===== config.mk =====
export PLATFORM = sky130hd
export DESIGN_NAME = rle_escape_encoder
export DESIGN_NICKNAME = d
export VERILOG_FILES = /design/src/design/rle_pkg.sv /design/src/design/rle_front.sv /design/src/design/rle_cmd_fifo.sv /design/src/design/rle_back.sv /design/src/design/rle_escape_encoder.sv
export SDC_FILE = /design/constraint.sdc
export NUM_CORES = 1
export LEC_CHECK = 0
export CORE_MARGIN = 4
export CORE_UTILIZATION = 60
export DETAILED_ROUTE_END_ITERATION = 12
export DONT_BUFFER_PORTS = 1
export GPL_ROUTABILITY_DRIVEN = 0
export PLACE_DENSITY = 0.81
export SLEW_MARGIN = 20
export SYNTH_ARGS = -nofsm -noshare
export SYNTH_HDL_FRONTEND = slang
export SYNTH_SLANG_ARGS = --single-unit
export TNS_END_PERCENT = 5

===== constraint.sdc =====
create_clock -name clk -period 4.2 [get_ports clk]
set_clock_uncertainty 0.2 [all_clocks]
set_input_delay 0.42 -clock clk [delete_from_list [all_inputs] [get_ports clk]]
set_output_delay 0.42 -clock clk [all_outputs]
set_load 0.01 [all_outputs]

===== src/design/rle_pkg.sv =====
// shared types and constants of the run-length escape encoder
`default_nettype none

package rle_pkg;

    localparam int BYTE_W       = 8;
    localparam int CFG_IDX_W    = 2;
    localparam int CMD_DEPTH_DEF = 4;

    // configuration register indexes
    localparam logic [CFG_IDX_W-1:0] REG_MARKER  = 2'd0;
    localparam logic [CFG_IDX_W-1:0] REG_MAX_RUN = 2'd1;

    // configuration reset values
    localparam logic [BYTE_W-1:0] MARKER_RESET  = 8'd144;
    localparam logic [BYTE_W-1:0] MAX_RUN_RESET = 8'd255;
    localparam logic [BYTE_W-1:0] MIN_RUN_LIMIT = 8'd2;

    // one run to be emitted by the back end
    typedef struct packed {
        logic [BYTE_W-1:0] value;
        logic [BYTE_W-1:0] length;
        logic              last;
        logic              done;
    } cmd_t;

    // request from the front end into the queue
    typedef struct packed {
        logic push;
        cmd_t cmd;
    } cmd_req_t;

endpackage

`default_nettype wire


===== src/design/rle_front.sv =====
// front end: tracks the open run and issues run commands
`default_nettype none

module rle_front (
    input  wire logic                     clk,
    input  wire logic                     rst_n,
    input  wire logic                     s_tvalid,
    output logic                          s_tready,
    input  wire logic [7:0]               s_tdata,   // data_byte
    input  wire logic                     s_tlast,   // end_of_block
    input  wire logic [7:0]               max_run,
    input  wire logic                     q_full,
    output rle_pkg::cmd_req_t             req
);
    import rle_pkg::*;

    logic [BYTE_W-1:0] run_value_reg,  run_value_next;
    logic [BYTE_W-1:0] run_length_reg, run_length_next;
    logic              pend_reg,       pend_next;
    logic [BYTE_W-1:0] limit;
    logic              extend;
    logic              s_fire;

    // run limit, short values act as two
    assign limit  = (max_run < MIN_RUN_LIMIT) ? MIN_RUN_LIMIT : max_run;
    assign extend = (run_length_reg != '0) && (s_tdata == run_value_reg)
                    && (run_length_reg < limit);
    assign s_tready = !pend_reg && !q_full;
    assign s_fire   = s_tvalid && s_tready;

    // run tracking and command issue
    always_comb
    begin
        run_value_next  = run_value_reg;
        run_length_next = run_length_reg;
        pend_next       = pend_reg;
        req             = '0;
        if (pend_reg)
        begin
            // flush of the run opened by the final byte
            if (!q_full)
            begin
                req.push        = 1'b1;
                req.cmd.value   = run_value_reg;
                req.cmd.length  = run_length_reg;
                req.cmd.last    = 1'b1;
                req.cmd.done    = 1'b1;
                run_value_next  = '0;
                run_length_next = '0;
                pend_next       = 1'b0;
            end
        end
        else if (s_fire)
        begin
            if (extend)
            begin
                if (s_tlast)
                begin
                    req.push        = 1'b1;
                    req.cmd.value   = run_value_reg;
                    req.cmd.length  = run_length_reg + 8'd1;
                    req.cmd.last    = 1'b1;
                    req.cmd.done    = 1'b1;
                    run_value_next  = '0;
                    run_length_next = '0;
                end
                else
                begin
                    run_length_next = run_length_reg + 8'd1;
                end
            end
            else if (run_length_reg != '0)
            begin
                // close the open run; on block end the new run is flushed from the pending state
                req.push        = 1'b1;
                req.cmd.value   = run_value_reg;
                req.cmd.length  = run_length_reg;
                req.cmd.last    = !s_tlast;
                req.cmd.done    = 1'b0;
                run_value_next  = s_tdata;
                run_length_next = 8'd1;
                pend_next       = s_tlast;
            end
            else if (s_tlast)
            begin
                req.push        = 1'b1;
                req.cmd.value   = s_tdata;
                req.cmd.length  = 8'd1;
                req.cmd.last    = 1'b1;
                req.cmd.done    = 1'b1;
                run_value_next  = '0;
                run_length_next = '0;
            end
            else
            begin
                run_value_next  = s_tdata;
                run_length_next = 8'd1;
            end
        end
    end

    // state registers
    always_ff @(posedge clk or negedge rst_n)
    begin
        if (!rst_n)
        begin
            run_value_reg  <= '0;
            run_length_reg <= '0;
            pend_reg       <= 1'b0;
        end
        else
        begin
            run_value_reg  <= run_value_next;
            run_length_reg <= run_length_next;
            pend_reg       <= pend_next;
        end
    end

endmodule

`default_nettype wire


===== src/design/rle_cmd_fifo.sv =====
// short command queue between front and back end
`default_nettype none

module rle_cmd_fifo #(
    parameter int DEPTH = rle_pkg::CMD_DEPTH_DEF
) (
    input  wire logic              clk,
    input  wire logic              rst_n,
    input  wire rle_pkg::cmd_req_t req,
    output logic                   full,
    input  wire logic              pop,
    output logic                   empty,
    output rle_pkg::cmd_t          head
);
    import rle_pkg::*;

    localparam int PTR_W = (DEPTH > 1) ? $clog2(DEPTH) : 1;
    localparam int CNT_W = $clog2(DEPTH + 1);
    localparam logic [PTR_W-1:0] PTR_LAST = PTR_W'(DEPTH - 1);
    localparam logic [CNT_W-1:0] CNT_FULL = CNT_W'(DEPTH);

    cmd_t              mem [DEPTH];
    logic [PTR_W-1:0]  wr_ptr_reg, rd_ptr_reg;
    logic [CNT_W-1:0]  count_reg;
    logic              do_push, do_pop;

    assign full    = (count_reg == CNT_FULL);
    assign empty   = (count_reg == '0);
    assign do_push = req.push && !full;
    assign do_pop  = pop && !empty;
    assign head    = mem[rd_ptr_reg];

    // entry storage
    always_ff @(posedge clk)
    begin
        if (do_push)
        begin
            mem[wr_ptr_reg] <= req.cmd;
        end
    end

    // pointers and fill count
    always_ff @(posedge clk or negedge rst_n)
    begin
        if (!rst_n)
        begin
            wr_ptr_reg <= '0;
            rd_ptr_reg <= '0;
            count_reg  <= '0;
        end
        else
        begin
            if (do_push)
            begin
                wr_ptr_reg <= (wr_ptr_reg == PTR_LAST) ? '0 : wr_ptr_reg + PTR_W'(1);
            end
            if (do_pop)
            begin
                rd_ptr_reg <= (rd_ptr_reg == PTR_LAST) ? '0 : rd_ptr_reg + PTR_W'(1);
            end
            if (do_push && !do_pop)
            begin
                count_reg <= count_reg + CNT_W'(1);
            end
            else if (do_pop && !do_push)
            begin
                count_reg <= count_reg - CNT_W'(1);
            end
        end
    end

endmodule

`default_nettype wire


===== src/design/rle_back.sv =====
// back end: expands run commands into code bytes
`default_nettype none

module rle_back (
    input  wire logic              clk,
    input  wire logic              rst_n,
    input  wire logic              empty,
    input  wire rle_pkg::cmd_t     head,
    output logic                   pop,
    input  wire logic [7:0]        marker,
    output logic                   m_tvalid,
    input  wire logic              m_tready,
    output logic [7:0]             m_tdata,   // code_byte
    output logic                   m_tuser,   // code_last
    output logic                   m_tlast    // block_done
);
    import rle_pkg::*;

    logic [1:0]        idx_reg;
    logic              valid_reg;
    logic [BYTE_W-1:0] byte_reg;
    logic              last_reg, done_reg;
    logic              is_run, is_esc;
    logic [1:0]        final_idx;
    logic              is_final;
    logic [BYTE_W-1:0] cur_byte;
    logic              load;

    // byte selection for the current position in the command
    assign is_run    = (head.length >= 8'd2);
    assign is_esc    = (head.value == marker);
    assign final_idx = is_run ? 2'd2 : (is_esc ? 2'd1 : 2'd0);
    assign is_final  = (idx_reg == final_idx);

    always_comb
    begin
        case (idx_reg)
            2'd0:    cur_byte = (is_run || is_esc) ? marker : head.value;
            2'd1:    cur_byte = is_run ? head.length : marker;
            default: cur_byte = head.value;
        endcase
    end

    assign load = !empty && (!valid_reg || m_tready);
    assign pop  = load && is_final;

    // output register
    always_ff @(posedge clk)
    begin
        if (load)
        begin
            byte_reg <= cur_byte;
            last_reg <= is_final && head.last;
            done_reg <= is_final && head.done;
        end
    end

    // control
    always_ff @(posedge clk or negedge rst_n)
    begin
        if (!rst_n)
        begin
            idx_reg   <= '0;
            valid_reg <= 1'b0;
        end
        else
        begin
            if (load)
            begin
                valid_reg <= 1'b1;
                idx_reg   <= is_final ? 2'd0 : idx_reg + 2'd1;
            end
            else if (m_tready)
            begin
                valid_reg <= 1'b0;
            end
        end
    end

    assign m_tvalid = valid_reg;
    assign m_tdata  = byte_reg;
    assign m_tuser  = last_reg;
    assign m_tlast  = done_reg;

endmodule

`default_nettype wire


===== src/design/rle_escape_encoder.sv =====
// Run-length encoder with escape byte: one input byte per request on s_*, coded
// bytes on m_*. The front end takes a byte in every cycle while the command queue
// has room, except that a final byte which also closes an earlier run holds the
// input until its own run has been flushed. The back end sends one coded byte
// per cycle while the sink is ready and a command is queued, so the sustained
// rate is set by the output: a closed run costs one byte (plain literal), two
// (escaped marker) or three (marker, count, value), queued as one command.
// Registers: index 0 marker byte (reset 144), index 1 max run (reset 255); write
// only while the encoder is idle.
`default_nettype none

module rle_escape_encoder #(
    parameter int CMD_DEPTH = rle_pkg::CMD_DEPTH_DEF
) (
    input  wire logic                           clk,
    input  wire logic                           rst_n,
    input  wire logic                           s_tvalid,
    output logic                                s_tready,
    input  wire logic [7:0]                     s_tdata,   // [7:0] data_byte
    input  wire logic                           s_tlast,   // end_of_block
    output logic                                m_tvalid,
    input  wire logic                           m_tready,
    output logic [7:0]                          m_tdata,   // [7:0] code_byte
    output logic                                m_tuser,   // [0] code_last
    output logic                                m_tlast,   // block_done
    input  wire logic                           cfg_valid,
    output logic                                cfg_ready,
    input  wire logic [rle_pkg::CFG_IDX_W-1:0]  cfg_index,
    input  wire logic [7:0]                     cfg_data
);
    import rle_pkg::*;

    logic [BYTE_W-1:0] marker_reg;
    logic [BYTE_W-1:0] max_run_reg;
    cmd_req_t          req;
    cmd_t              head;
    logic              q_full, q_empty, pop;

    // configuration registers
    assign cfg_ready = 1'b1;

    always_ff @(posedge clk or negedge rst_n)
    begin
        if (!rst_n)
        begin
            marker_reg  <= MARKER_RESET;
            max_run_reg <= MAX_RUN_RESET;
        end
        else if (cfg_valid && cfg_ready)
        begin
            if (cfg_index == REG_MARKER)
            begin
                marker_reg <= cfg_data;
            end
            else if (cfg_index == REG_MAX_RUN)
            begin
                max_run_reg <= cfg_data;
            end
        end
    end

    // front end
    rle_front u_front (
        .clk      (clk),
        .rst_n    (rst_n),
        .s_tvalid (s_tvalid),
        .s_tready (s_tready),
        .s_tdata  (s_tdata),
        .s_tlast  (s_tlast),
        .max_run  (max_run_reg),
        .q_full   (q_full),
        .req      (req)
    );

    // command queue
    rle_cmd_fifo #(
        .DEPTH (CMD_DEPTH)
    ) u_fifo (
        .clk   (clk),
        .rst_n (rst_n),
        .req   (req),
        .full  (q_full),
        .pop   (pop),
        .empty (q_empty),
        .head  (head)
    );

    // back end
    rle_back u_back (
        .clk      (clk),
        .rst_n    (rst_n),
        .empty    (q_empty),
        .head     (head),
        .pop      (pop),
        .marker   (marker_reg),
        .m_tvalid (m_tvalid),
        .m_tready (m_tready),
        .m_tdata  (m_tdata),
        .m_tuser  (m_tuser),
        .m_tlast  (m_tlast)
    );

    // front end never pushes into a full queue
    a_no_overflow: assert property (@(posedge clk) disable iff (!rst_n)
        req.push |-> !q_full)
        else $error("command pushed into full queue");

    // back end pops only a present command
    a_no_underflow: assert property (@(posedge clk) disable iff (!rst_n)
        pop |-> !q_empty)
        else $error("command popped from empty queue");

    // end of block is always also the last byte of its request
    a_done_is_last: assert property (@(posedge clk) disable iff (!rst_n)
        (m_tvalid && m_tlast) |-> m_tuser)
        else $error("block end without item end");

    // input is held while a block flush is pending
    a_flush_holds_input: assert property (@(posedge clk) disable iff (!rst_n)
        (s_tvalid && s_tready && s_tlast && !req.cmd.done && req.push)
            |=> !s_tready)
        else $error("input taken during block flush");

endmodule

`default_nettype wire


# Word-level counts from Yosys, hierarchy flattened

Memory sizes are Yosys's and may differ from the RTL's.
Index checks and enable logic that the tools add are counted.

Magnitude comparators: 3
Add/sub/neg operators: 6
Bitwise logic cells: 1
Multiplexer cells: 40
Reduce and logical (&&, ||, !) cells: 32
Equal/unequal tests: 10

Operator list:

| kind                                                                   | number |
|---|---|
| 19-bit 2-to-1 mux                                                      | 7 |
| 8-bit 2-to-1 mux                                                       | 15 |
| 8-bit equality test                                                    | 2 |
| 8-bit case mux with 2 select lines                                     | 1 |
| 1-bit logical AND                                                      | 12 |
| 1-bit 2-to-1 mux                                                       | 11 |
| 8-bit by 1-bit adder with 8-bit output (second input constant)         | 1 |
| 8-bit by 2-bit >= comparator with 1-bit output (second input constant) | 1 |
| 8-bit by 2-bit < comparator with 1-bit output (second input constant)  | 1 |
| 8-bit < comparator                                                     | 1 |
| 2-bit 2-to-1 mux                                                       | 4 |
| 8-bit nonzero test                                                     | 1 |
| 1-bit zero test                                                        | 7 |
| 2-bit by 1-bit adder with 2-bit output (second input constant)         | 3 |
| 3-bit 2-to-1 mux                                                       | 2 |
| 3-bit AND reduction                                                    | 2 |
| 2-bit nonzero test                                                     | 3 |
| 2-bit by 1-bit equality test with 1-bit output (second input constant) | 2 |
| 2-bit equality test (second input constant)                            | 2 |
| 2-bit zero test                                                        | 2 |
| 2-bit AND reduction                                                    | 2 |
| 3-bit by 1-bit adder with 3-bit output (second input constant)         | 1 |
| 3-bit equality test (second input constant)                            | 1 |
| 3-bit zero test                                                        | 1 |
| 6 further kinds                                                        | 7 |

Memories: 1
Logic and storage cells: 106
Register bits after elaboration: 53
Input bits: 24
Output and inout port bits: 13
RAM bits: 72

Memories:

| memory     | depth | width | read ports | clocked after Yosys merged registers in | wr ports | line               | source |
|---|---|---|---|---|---|---|---|
| u_fifo.mem | 4     | 18    | 1          | 0                                       | 1        | rle_cmd_fifo.sv:22 | `cmd_t mem [DEPTH];` |

# Logic depth before layout (Yosys ltp)

Gate-level depths: netlist of the first run.

Depth after elaboration: 12
Gate-level depth with buffers: 14
Depth with buffers taken out: 14

# Cells and area by module

From an unflattened synthesis of the first run, not the netlist that was laid out.

Cells, all modules: 458
Area, all modules: 6214.7 µm²

Modules (own cells, without submodules):

| module             | area an instance (µm²) | cells each | instances |
|---|---|---|---|
| rle_cmd_fifo       | 3046.7                 | 131        | 1 |
| rle_front          | 1611.5                 | 201        | 1 |
| rle_back           | 922.1                  | 90         | 1 |
| rle_escape_encoder | 634.4                  | 36         | 1 |

# Least setup slack after synthesis of the first run

OpenSTA, ideal clock, no wires.

Kind: reg2reg
From: register max_run_reg[3]
To: register u_fifo.count_reg[2]
Data arrival time: 3.274 ns
Path slack: 0.647 ns
Path buffers: 0
Cell stages (with the launch flop): 15
Data required time: 3.921 ns
Path through: dfstp_2 > inv_1 > ha_1 > a21o_1 > a21o_1 > a21o_1 > a311o_1 > mux2_2 > o21ai_1 > ha_1 > inv_1 > fa_1 > xor2_1 > nor2_1 > xor2_1

Word-level cells in the longest chain between the ends: 11

RTL lines:

| what                                          | line                     | source |
|---|---|---|
| start: declaration                            | rle_escape_encoder.sv:34 | `logic [BYTE_W-1:0] max_run_reg;` |
| start signal: assignment                      | rle_escape_encoder.sv:57 | `max_run_reg <= cfg_data;` |
| 8-bit by 2-bit < comparator with 1-bit output | rle_front.sv:25          | `assign limit = (max_run < MIN_RUN_LIMIT) ? MIN_RUN_LIMIT : max_run;` |
| 8-bit 2-to-1 mux *                            | rle_front.sv:25          |  |
| 8-bit < comparator *                          | rle_front.sv:27          | `&& (run_length_reg < limit);` |
| 1-bit logical AND *                           | rle_front.sv:27          |  |
| 19-bit 2-to-1 mux *                           | rle_front.sv:55          | `if (extend)` |
| 19-bit 2-to-1 mux *                           | rle_front.sv:53          | `else if (s_fire)` |
| 19-bit 2-to-1 mux *                           | rle_front.sv:38          | `if (pend_reg)` |
| 1-bit logical AND *                           | rle_cmd_fifo.sv:29       | `assign do_push = req.push && !full;` |
| named net u_fifo.do_push                      | rle_cmd_fifo.sv:25       | `logic do_push, do_pop;` |
| 1-bit zero test                               | rle_cmd_fifo.sv:65       | `else if (do_pop && !do_push)` |
| 1-bit logical AND                             | rle_cmd_fifo.sv:65       |  |
| 2-bit nonzero test (no source line)           | -                        |  |
| end signal: assignment                        | rle_cmd_fifo.sv:63       | `count_reg <= count_reg + CNT_W'(1);` |
| end signal: assignment                        | rle_cmd_fifo.sv:67       | `count_reg <= count_reg - CNT_W'(1);` |
| end: declaration                              | rle_cmd_fifo.sv:24       | `logic [CNT_W-1:0] count_reg;` |

Mark *: on every way through the listed nets, which the timed path passes. The rest lies on a longest branch.
A chain may end at the register's enable or synchronous reset.

# Worst setup path after layout of the first run

From: register u_fifo.rd_ptr_reg[0]
To: register u_fifo.count_reg[2]

Word-level cells in the longest chain between the ends: 10

RTL lines:

| what                                                                                                   | line               | source |
|---|---|---|
| start: declaration                                                                                     | rle_cmd_fifo.sv:23 | `logic [PTR_W-1:0] wr_ptr_reg, rd_ptr_reg;` |
| start signal: assignment                                                                               | rle_cmd_fifo.sv:59 | `rd_ptr_reg <= (rd_ptr_reg == PTR_LAST) ? '0 : rd_ptr_reg + PTR_W'(1);` |
| memory read 4 x 18 bit *                                                                               | -                  |  |
| parallel branches: the longest is 2 deep, another holds 8-bit by 2-bit >= comparator with 1-bit output | -                  |  |
| 2-bit 2-to-1 mux *                                                                                     | rle_back.sv:32     | `assign final_idx = is_run ? 2'd2 : (is_esc ? 2'd1 : 2'd0);` |
| 2-bit equality test *                                                                                  | rle_back.sv:33     | `assign is_final = (idx_reg == final_idx);` |
| 1-bit logical AND *                                                                                    | rle_back.sv:45     | `assign pop = load && is_final;` |
| 1-bit logical AND *                                                                                    | rle_cmd_fifo.sv:30 | `assign do_pop = pop && !empty;` |
| 1-bit zero test                                                                                        | rle_cmd_fifo.sv:61 | `if (do_push && !do_pop)` |
| 1-bit logical AND                                                                                      | rle_cmd_fifo.sv:61 |  |
| 3-bit 2-to-1 mux / 2-bit nonzero test (equally long branches)                                          | -                  |  |

Mark *: on every way between the ends.

==> flow_metrics.env, run 1 <==
export IMPL_drv_cap=0
export IMPL_ys_seq_area_share_pct=58.4
export IMPL_synth_top_area_share_pct=40.5
export IMPL_async_flop_share_pct=34.4
export IMPL_syn_to_final_growth_pct=15.2
export IMPL_worstPathArrival_ns=4.05
export IMPL_combPwrFrac_pct=30.7
export IMPL_nFillCells=644
export IMPL_synth_seq_cells=125
export IMPL_netSwitchingPower_mw=1.61
export IMPL_peakVddDrop_uv=321
export IMPL_synth_edff_count=82
export IMPL_fp_dieW_um=109
export IMPL_final_cell_mix="82 x edfxtp_1, 33 x o21ai_0, 32 x dfrtp_1"
export IMPL_crit_fanout=14
export IMPL_grt_pass1_vias=4003
export IMPL_firstDrtPassIters=5
export IMPL_internal_power_mw=3.30
export IMPL_num_rows=36
export IMPL_cp_slowest_cell="mux4_2"
export IMPL_power_leakage_nw=2.77
export IMPL_initial_core_util_pct=62.0
export IMPL_die_area_sq_mm=0.0118
export IMPL_yosysTopAreaCell="edfxtp_1"
export IMPL_rsz0062_at_grt="no"
export IMPL_setup_worst_path_start_class="flop"
export IMPL_diodes=0
export IMPL_grt_max_degree=44
export IMPL_power_frac_clock_pct=27.3
export IMPL_io_pin_count=37
export IMPL_fin_total_pwr_mw=4.92
export IMPL_final_layout_size_suffix_gt1_share_pct=18.5
export IMPL_post_cts_buffers=0
export IMPL_antenna_found_initial=0
export IMPL_crit_type="reg -> reg"
export IMPL_slew_viol_final=0
export IMPL_dp_hpwl_um=8990
export IMPL_yosysWarnings=0
export IMPL_hold_class="in -> reg"
export IMPL_cts_buffers_inserted=17
export IMPL_grt_pass1_wl_um=21600
export IMPL_final_cells=631
export IMPL_htreeDepth=4
export IMPL_setup_viol=0
export IMPL_synth_distinct_cells=52
export IMPL_viasPerCell=6.31
export IMPL_cts_tree="done"
export IMPL_clockBufferDepth=2
export IMPL_core_area_sq_mm=0.00982
export IMPL_crit_buf_inv=2
export IMPL_utilization_pct=71.4
export IMPL_netlist_instances=454
export IMPL_mostFrequentLayoutCell="edfxtp_1"
export IMPL_maxSlewHeadroom_pct=39.7
export IMPL_avgSynthCellArea_sq_um=13.4
export IMPL_max_flop_register="u_fifo.mem"
export IMPL_port_buffers=0
export IMPL_vias=3984
export IMPL_worst_pin_slew_ns=0.896
export IMPL_globalRouteOverflowTotal=0
export IMPL_fmax_mhz=260
export IMPL_path_clk_slew_ns=0.06
export IMPL_crit_chain="buf_4, mux4_2, xnor2_1, nand4_1, nor3_1, and4bb_1, o21ai_2, ha_1, inv_1, fa_1, xor2_1, nor2_1, xor2_1"
export IMPL_wire_per_inst_um=21.6
export IMPL_drc_errors=0
export IMPL_final_setup_tns_ns=0
export IMPL_largest_reg_flops=72
export IMPL_worstPathRequired_ns=4.41
export IMPL_crit_path_end_kind="flop"
export IMPL_hold_viol=0
export IMPL_synth_top_cells_by_area="edfxtp_1 40%, dfrtp_1 14%, mux4_2 6.3%"
export IMPL_worstSkewPairLatency_ns=0.52
export IMPL_ant_nets=0
export IMPL_cp_top_family="simple AND/OR/NAND/NOR gates"
export IMPL_cp_slowest_stage_delay_ns=0.59
export IMPL_min_period_ns=3.85
export IMPL_clock_sinks=125
export IMPL_wl_um=13600
export IMPL_dp_cells=579
export IMPL_fp_dieH_um=109
export IMPL_p_seq_share_pct=42.0
export IMPL_synth_fp_nets=499
export IMPL_power_density_mw_per_mm2=701
export IMPL_dpl_cell_area_sq_mm=0.00624
export IMPL_cts_root_buf="clkbuf_8"
export IMPL_sw_frac_of_total_pct=32.8
export IMPL_yosys_most_used_dff="edfxtp_1"
export IMPL_outcome="completed"
export IMPL_layout_nets=530
export IMPL_path_common_cell="xor2_1"
export IMPL_track_usage_pct=25.3
export IMPL_final_area_sq_mm=0.00701
export IMPL_dr_first_iter_drc_count=362
export IMPL_synth_cell_area_sq_mm=0.00608
export IMPL_finalCritPeriodShare_pct=91.7
[area by class of cell]
type	count	area [sq um]	share of cell area, %
clock buffer	22	443	6.32
clock inverter	10	100	1.43
inverter	19	71.3	1.02
multi-input combinational	291	2380	33.9
sequential	125	3550	50.7
tap	133	166	2.37
timing repair buffer	31	300	4.28
[metal layers]
metal	vias to the layer above	GRT usage, %	wire length [um]
met2	203	41.3	6720
met3	26	7.87	1110
met1	1965	31.3	5470
met4	0	10.8	328
met5	-	0	0
li1	1790	-	-
[cell usage after synthesis (3+ instances only)]
library cell / instances
edfxtp_1: 82
dfrtp_1: 33
o21ai_0: 33
nand2_1: 28
nor2_1: 25
mux2_2: 21
ha_1: 20
a21o_1: 19
inv_1: 19
mux4_2: 17
a22o_1: 15
a22oi_1: 12
dfstp_2: 10
xor2_1: 10
clkbuf_1: 9
xnor2_1: 9
a21oi_1: 8
mux2i_1: 8
nand3_1: 8
and2_1: 7
nor3_1: 6
buf_1: 4
nand4_1: 4
nor2b_1: 4
and3_1: 3
buf_2: 3
nor4_1: 3
o22ai_1: 3
[power groups by stage]
stage / logic (mW) / clock network [mW] / registers (mW)
final: 1.51 / 1.34 / 2.06
after global routing: 1.67 / 1.43 / 2.10
after floorplan: 1.16 / 0 / 1.96
after global placement: 1.39 / 0 / 2.05
after detailed placement: 1.46 / 0 / 2.08
after CTS: 1.50 / 1.36 / 2.06
[metrics by stage]
stage / hold slack [ns] / setup slack [ns]
floorplan: -0.0756 / 0.647
finish: 0.0183 / 0.351
global placement: -0.0741 / 0.420
global route: 0.0213 / 0.0482
detailed placement: -0.0740 / 0.227
CTS: 0.000642 / 0.143
[worst paths after layout]
check	startpoint	to	slack, ns	cells past startpoint
hold reg to reg	u_front.run_value_reg[2]	u_front.run_value_reg[2]	0.33	2
setup reg to reg	u_fifo.rd_ptr_reg[0]	u_fifo.count_reg[2]	0.35	13
min in group asynchronous	rst_n	u_back.idx_reg[0]	0.23	2
max in group asynchronous	rst_n	max_run_reg[2]	3.29	2
setup / recovery	u_fifo.rd_ptr_reg[0]	u_fifo.count_reg[2]	0.35	13
hold / removal	s_tdata[3]	u_fifo.mem[1][13]	0.02	1
[repair_timing]
| action | 4_1_cts | 5_1_grt |
|---|---|---|
| gates resized for setup | 0 | 1 |
| endpoints found under the hold margin | 79 | 0 |
| endpoints found under the setup margin | 0 | 1 |
| hold buffers | 20 | 0 |
[cell families after synthesis]
group,synth area share (%)
flops,58.4
compound gates,11.5
simple gates,8.00
mux,12.3
buf+inv,2.65
fa+ha+maj,4.44
xor+xnor,2.73
other cells,0.0616
No activity file was read; power rests on OpenSTA's default activity.
==> run 2, diff against run 1 <==
==> constraint.sdc (replaced) <==
create_clock -name clk -period 4.2 [get_ports clk]
set_clock_uncertainty 0.2 [all_clocks]
set_input_delay 0.21 -clock clk [delete_from_list [all_inputs] [get_ports clk]]
set_output_delay 0.21 -clock clk [all_outputs]
set_load 0.01 [all_outputs]
==> run 2 against run 1 <==
  * Via count grew 3.4%
  * Routed wire length is 3.9% higher
  * Fmax down 4.9%
  * Register-to-register slack worse by 0.20 ns
  * Combinational power rose by 7%
  * Sequential cell count unchanged
  * Critical endpoint is now u_front.run_value_reg[5]
  * Critical path depth is 1 lower
  * Total power up 2.3%
  * Core utilization is 2.4 points higher
  * Worst setup slack lost 0.20 ns
  * Hold slack got worse by 0.0014 ns
  * Count of clock-buffer cells in the layout unchanged
==> flow_metrics.env, run 2 (synthesized netlist as in run 1, its figures left out) <==
export IMPL_grt_max_degree=44
export IMPL_antenna_found_initial=0
export IMPL_regToRegSetupSlack_ns=0.15
export IMPL_crit_type="reg -> reg"
export IMPL_ant_nets=0
export IMPL_final_layout_size_suffix_gt1_share_pct=17.7
export IMPL_crit_fanout=19
export IMPL_fp_dieH_um=109
export IMPL_setup_viol=0
export IMPL_final_cell_mix="82 x edfxtp_1, 42 x dlygate4sd3_1, 33 x o21ai_0"
export IMPL_fmax_mhz=247
export IMPL_internal_power_mw=3.38
export IMPL_drv_cap=0
export IMPL_grt_pass1_vias=4208
export IMPL_p_seq_share_pct=41.1
export IMPL_htreeDepth=4
export IMPL_maxSlewHeadroom_pct=39.5
export IMPL_final_cells=654
export IMPL_num_rows=36
export IMPL_diodes=0
export IMPL_layout_nets=553
export IMPL_power_leakage_nw=2.87
export IMPL_track_usage_pct=26.2
export IMPL_dpl_cell_area_sq_mm=0.00624
export IMPL_outcome="completed"
export IMPL_dp_cells=579
export IMPL_power_density_mw_per_mm2=694
export IMPL_finalCritPeriodShare_pct=96.3
export IMPL_reg2reg_from="max_run_reg[6]"
export IMPL_cts_buffers_inserted=17
export IMPL_post_cts_buffers=0
export IMPL_final_area_sq_mm=0.00724
export IMPL_cts_tree="done"
export IMPL_cts_root_buf="clkbuf_8"
export IMPL_r2r_end="u_front.run_value_reg[5]"
export IMPL_viasPerCell=6.30
export IMPL_path_clk_slew_ns=0.06
export IMPL_dpl_worst_slack_ns=0.227
export IMPL_wire_per_inst_um=21.7
export IMPL_final_setup_tns_ns=0
export IMPL_slew_viol_final=0
export IMPL_max_flop_register="u_fifo.mem"
export IMPL_drc_errors=0
export IMPL_vias=4118
export IMPL_mostFrequentLayoutCell="edfxtp_1"
export IMPL_power_frac_clock_pct=26.7
export IMPL_hold_viol=0
export IMPL_clock_sinks=125
export IMPL_globalRouteOverflowTotal=0
export IMPL_die_area_sq_mm=0.0118
export IMPL_r2r_cells=12
export IMPL_largest_reg_flops=72
export IMPL_peakVddDrop_uv=324
export IMPL_setup_ws_ns=0.153
export IMPL_dp_hpwl_um=8990
export IMPL_grt_pass1_wl_um=22600
export IMPL_nFillCells=620
export IMPL_clockBufferDepth=2
export IMPL_multi_input_area_sq_mm=0.00238
export IMPL_crit_path_end_kind="flop"
export IMPL_min_period_ns=4.05
export IMPL_hold_class="in -> async"
export IMPL_syn_to_final_growth_pct=19.0
export IMPL_combPwrFrac_pct=32.1
export IMPL_setup_worst_path_start_class="flop"
export IMPL_worstPathRequired_ns=4.46
export IMPL_sw_frac_of_total_pct=32.7
export IMPL_core_area_sq_mm=0.00982
export IMPL_port_buffers=0
export IMPL_initial_core_util_pct=62.0
export IMPL_firstDrtPassIters=5
export IMPL_worstSkewPairLatency_ns=0.53
export IMPL_io_pin_count=37
export IMPL_seq_area_sq_mm=0.00355
export IMPL_netSwitchingPower_mw=1.64
export IMPL_wl_um=14200
export IMPL_dr_first_iter_drc_count=413
export IMPL_fp_dieW_um=109
export IMPL_worst_pin_slew_ns=0.900
export IMPL_worstPathArrival_ns=4.30
## run 2: cell types whose count changed in the layout (fill, tap and decap cells not counted)
cell	delta
dlygate4sd3_1	+23
nor3b_1	+1
nor3b_2	-1
nor4_1	-1
nor4_2	+1
## run 2: worst max-delay path, stage by stage, from the launching register on
cell and delay (ns):
dfstp_2 0.40, nor4_2 0.39, a21oi_1 0.12, ha_1 0.30, o211ai_1 0.08, a311oi_1 0.26, a311o_1 0.22, buf_4 0.25
and2_1 0.32, nand2_1 0.08, dlygate4sd3_1 0.56, o21ai_0 0.20, dlygate4sd3_1 0.58
## run 2: how the worst max path moves through the flow
| stage | startpoint | to | slack (ns) | depth (start not counted) |
|---|---|---|---|---|
| final | max_run_reg[6] | u_front.run_value_reg[5] | 0.15 | 12 |
| after global routing | max_run_reg[6] | u_front.run_value_reg[4] | -0.03 | 12 |
| after CTS | u_fifo.rd_ptr_reg[0] | u_fifo.count_reg[2] | 0.14 | 13 |
| after detailed placement | u_fifo.rd_ptr_reg[0] | u_fifo.count_reg[2] | 0.23 | 13 |
| after global placement | u_fifo.rd_ptr_reg[0] | u_fifo.count_reg[2] | 0.42 | 13 |
| after floorplan | max_run_reg[3] | u_fifo.count_reg[2] | 0.65 | 14 |
## run 2: layout make-up
cell class | instances | area share (%)
Inverter | 19 | 0.985
Multi-Input combinational cell | 291 | 32.8
Clock buffer | 22 | 6.12
Sequential cell | 125 | 49.0
Clock inverter | 10 | 1.38
Timing Repair Buffer | 54 | 7.33
Tap cell | 133 | 2.30
## run 2: power by group through the flow
| stage | sequential (mW) | clock, mW | combinational (mW) |
|---|---|---|---|
| 2_1_floorplan | 1.96 | 0 | 1.16 |
| 3_3_place_gp | 2.05 | 0 | 1.39 |
| 3_5_place_dp | 2.08 | 0 | 1.46 |
| 4_1_cts | 2.06 | 1.36 | 1.60 |
| 5_1_grt | 2.10 | 1.43 | 1.78 |
| 6_report | 2.07 | 1.34 | 1.62 |
## run 2: layer usage
layer  vias to the layer above  wire, um  global-route usage, %
li1                       1844         -                      -
met1                      2030      5710                   32.8
met2                       223      7150                   43.2
met3                        21      1030                   7.28
met4                         0       276                   10.9
met5                         -         0                      0
## run 2: per-stage QoR
step	utilization, %	total power, mW	hold slack (ns)
after floorplan	-	3.12	-0.286
after global placement	63.6	3.44	-0.284
after detailed placement	63.6	3.53	-0.284
after CTS	73.7	5.01	0.00318
after global routing	73.8	5.31	0.0308
final	73.8	5.03	0.0169
## run 2: what timing repair did
item,CTS,global route
hold buffers,43,0
gates resized for setup,0,2
setup endpoints to repair,0,10
hold endpoints to repair,114,0
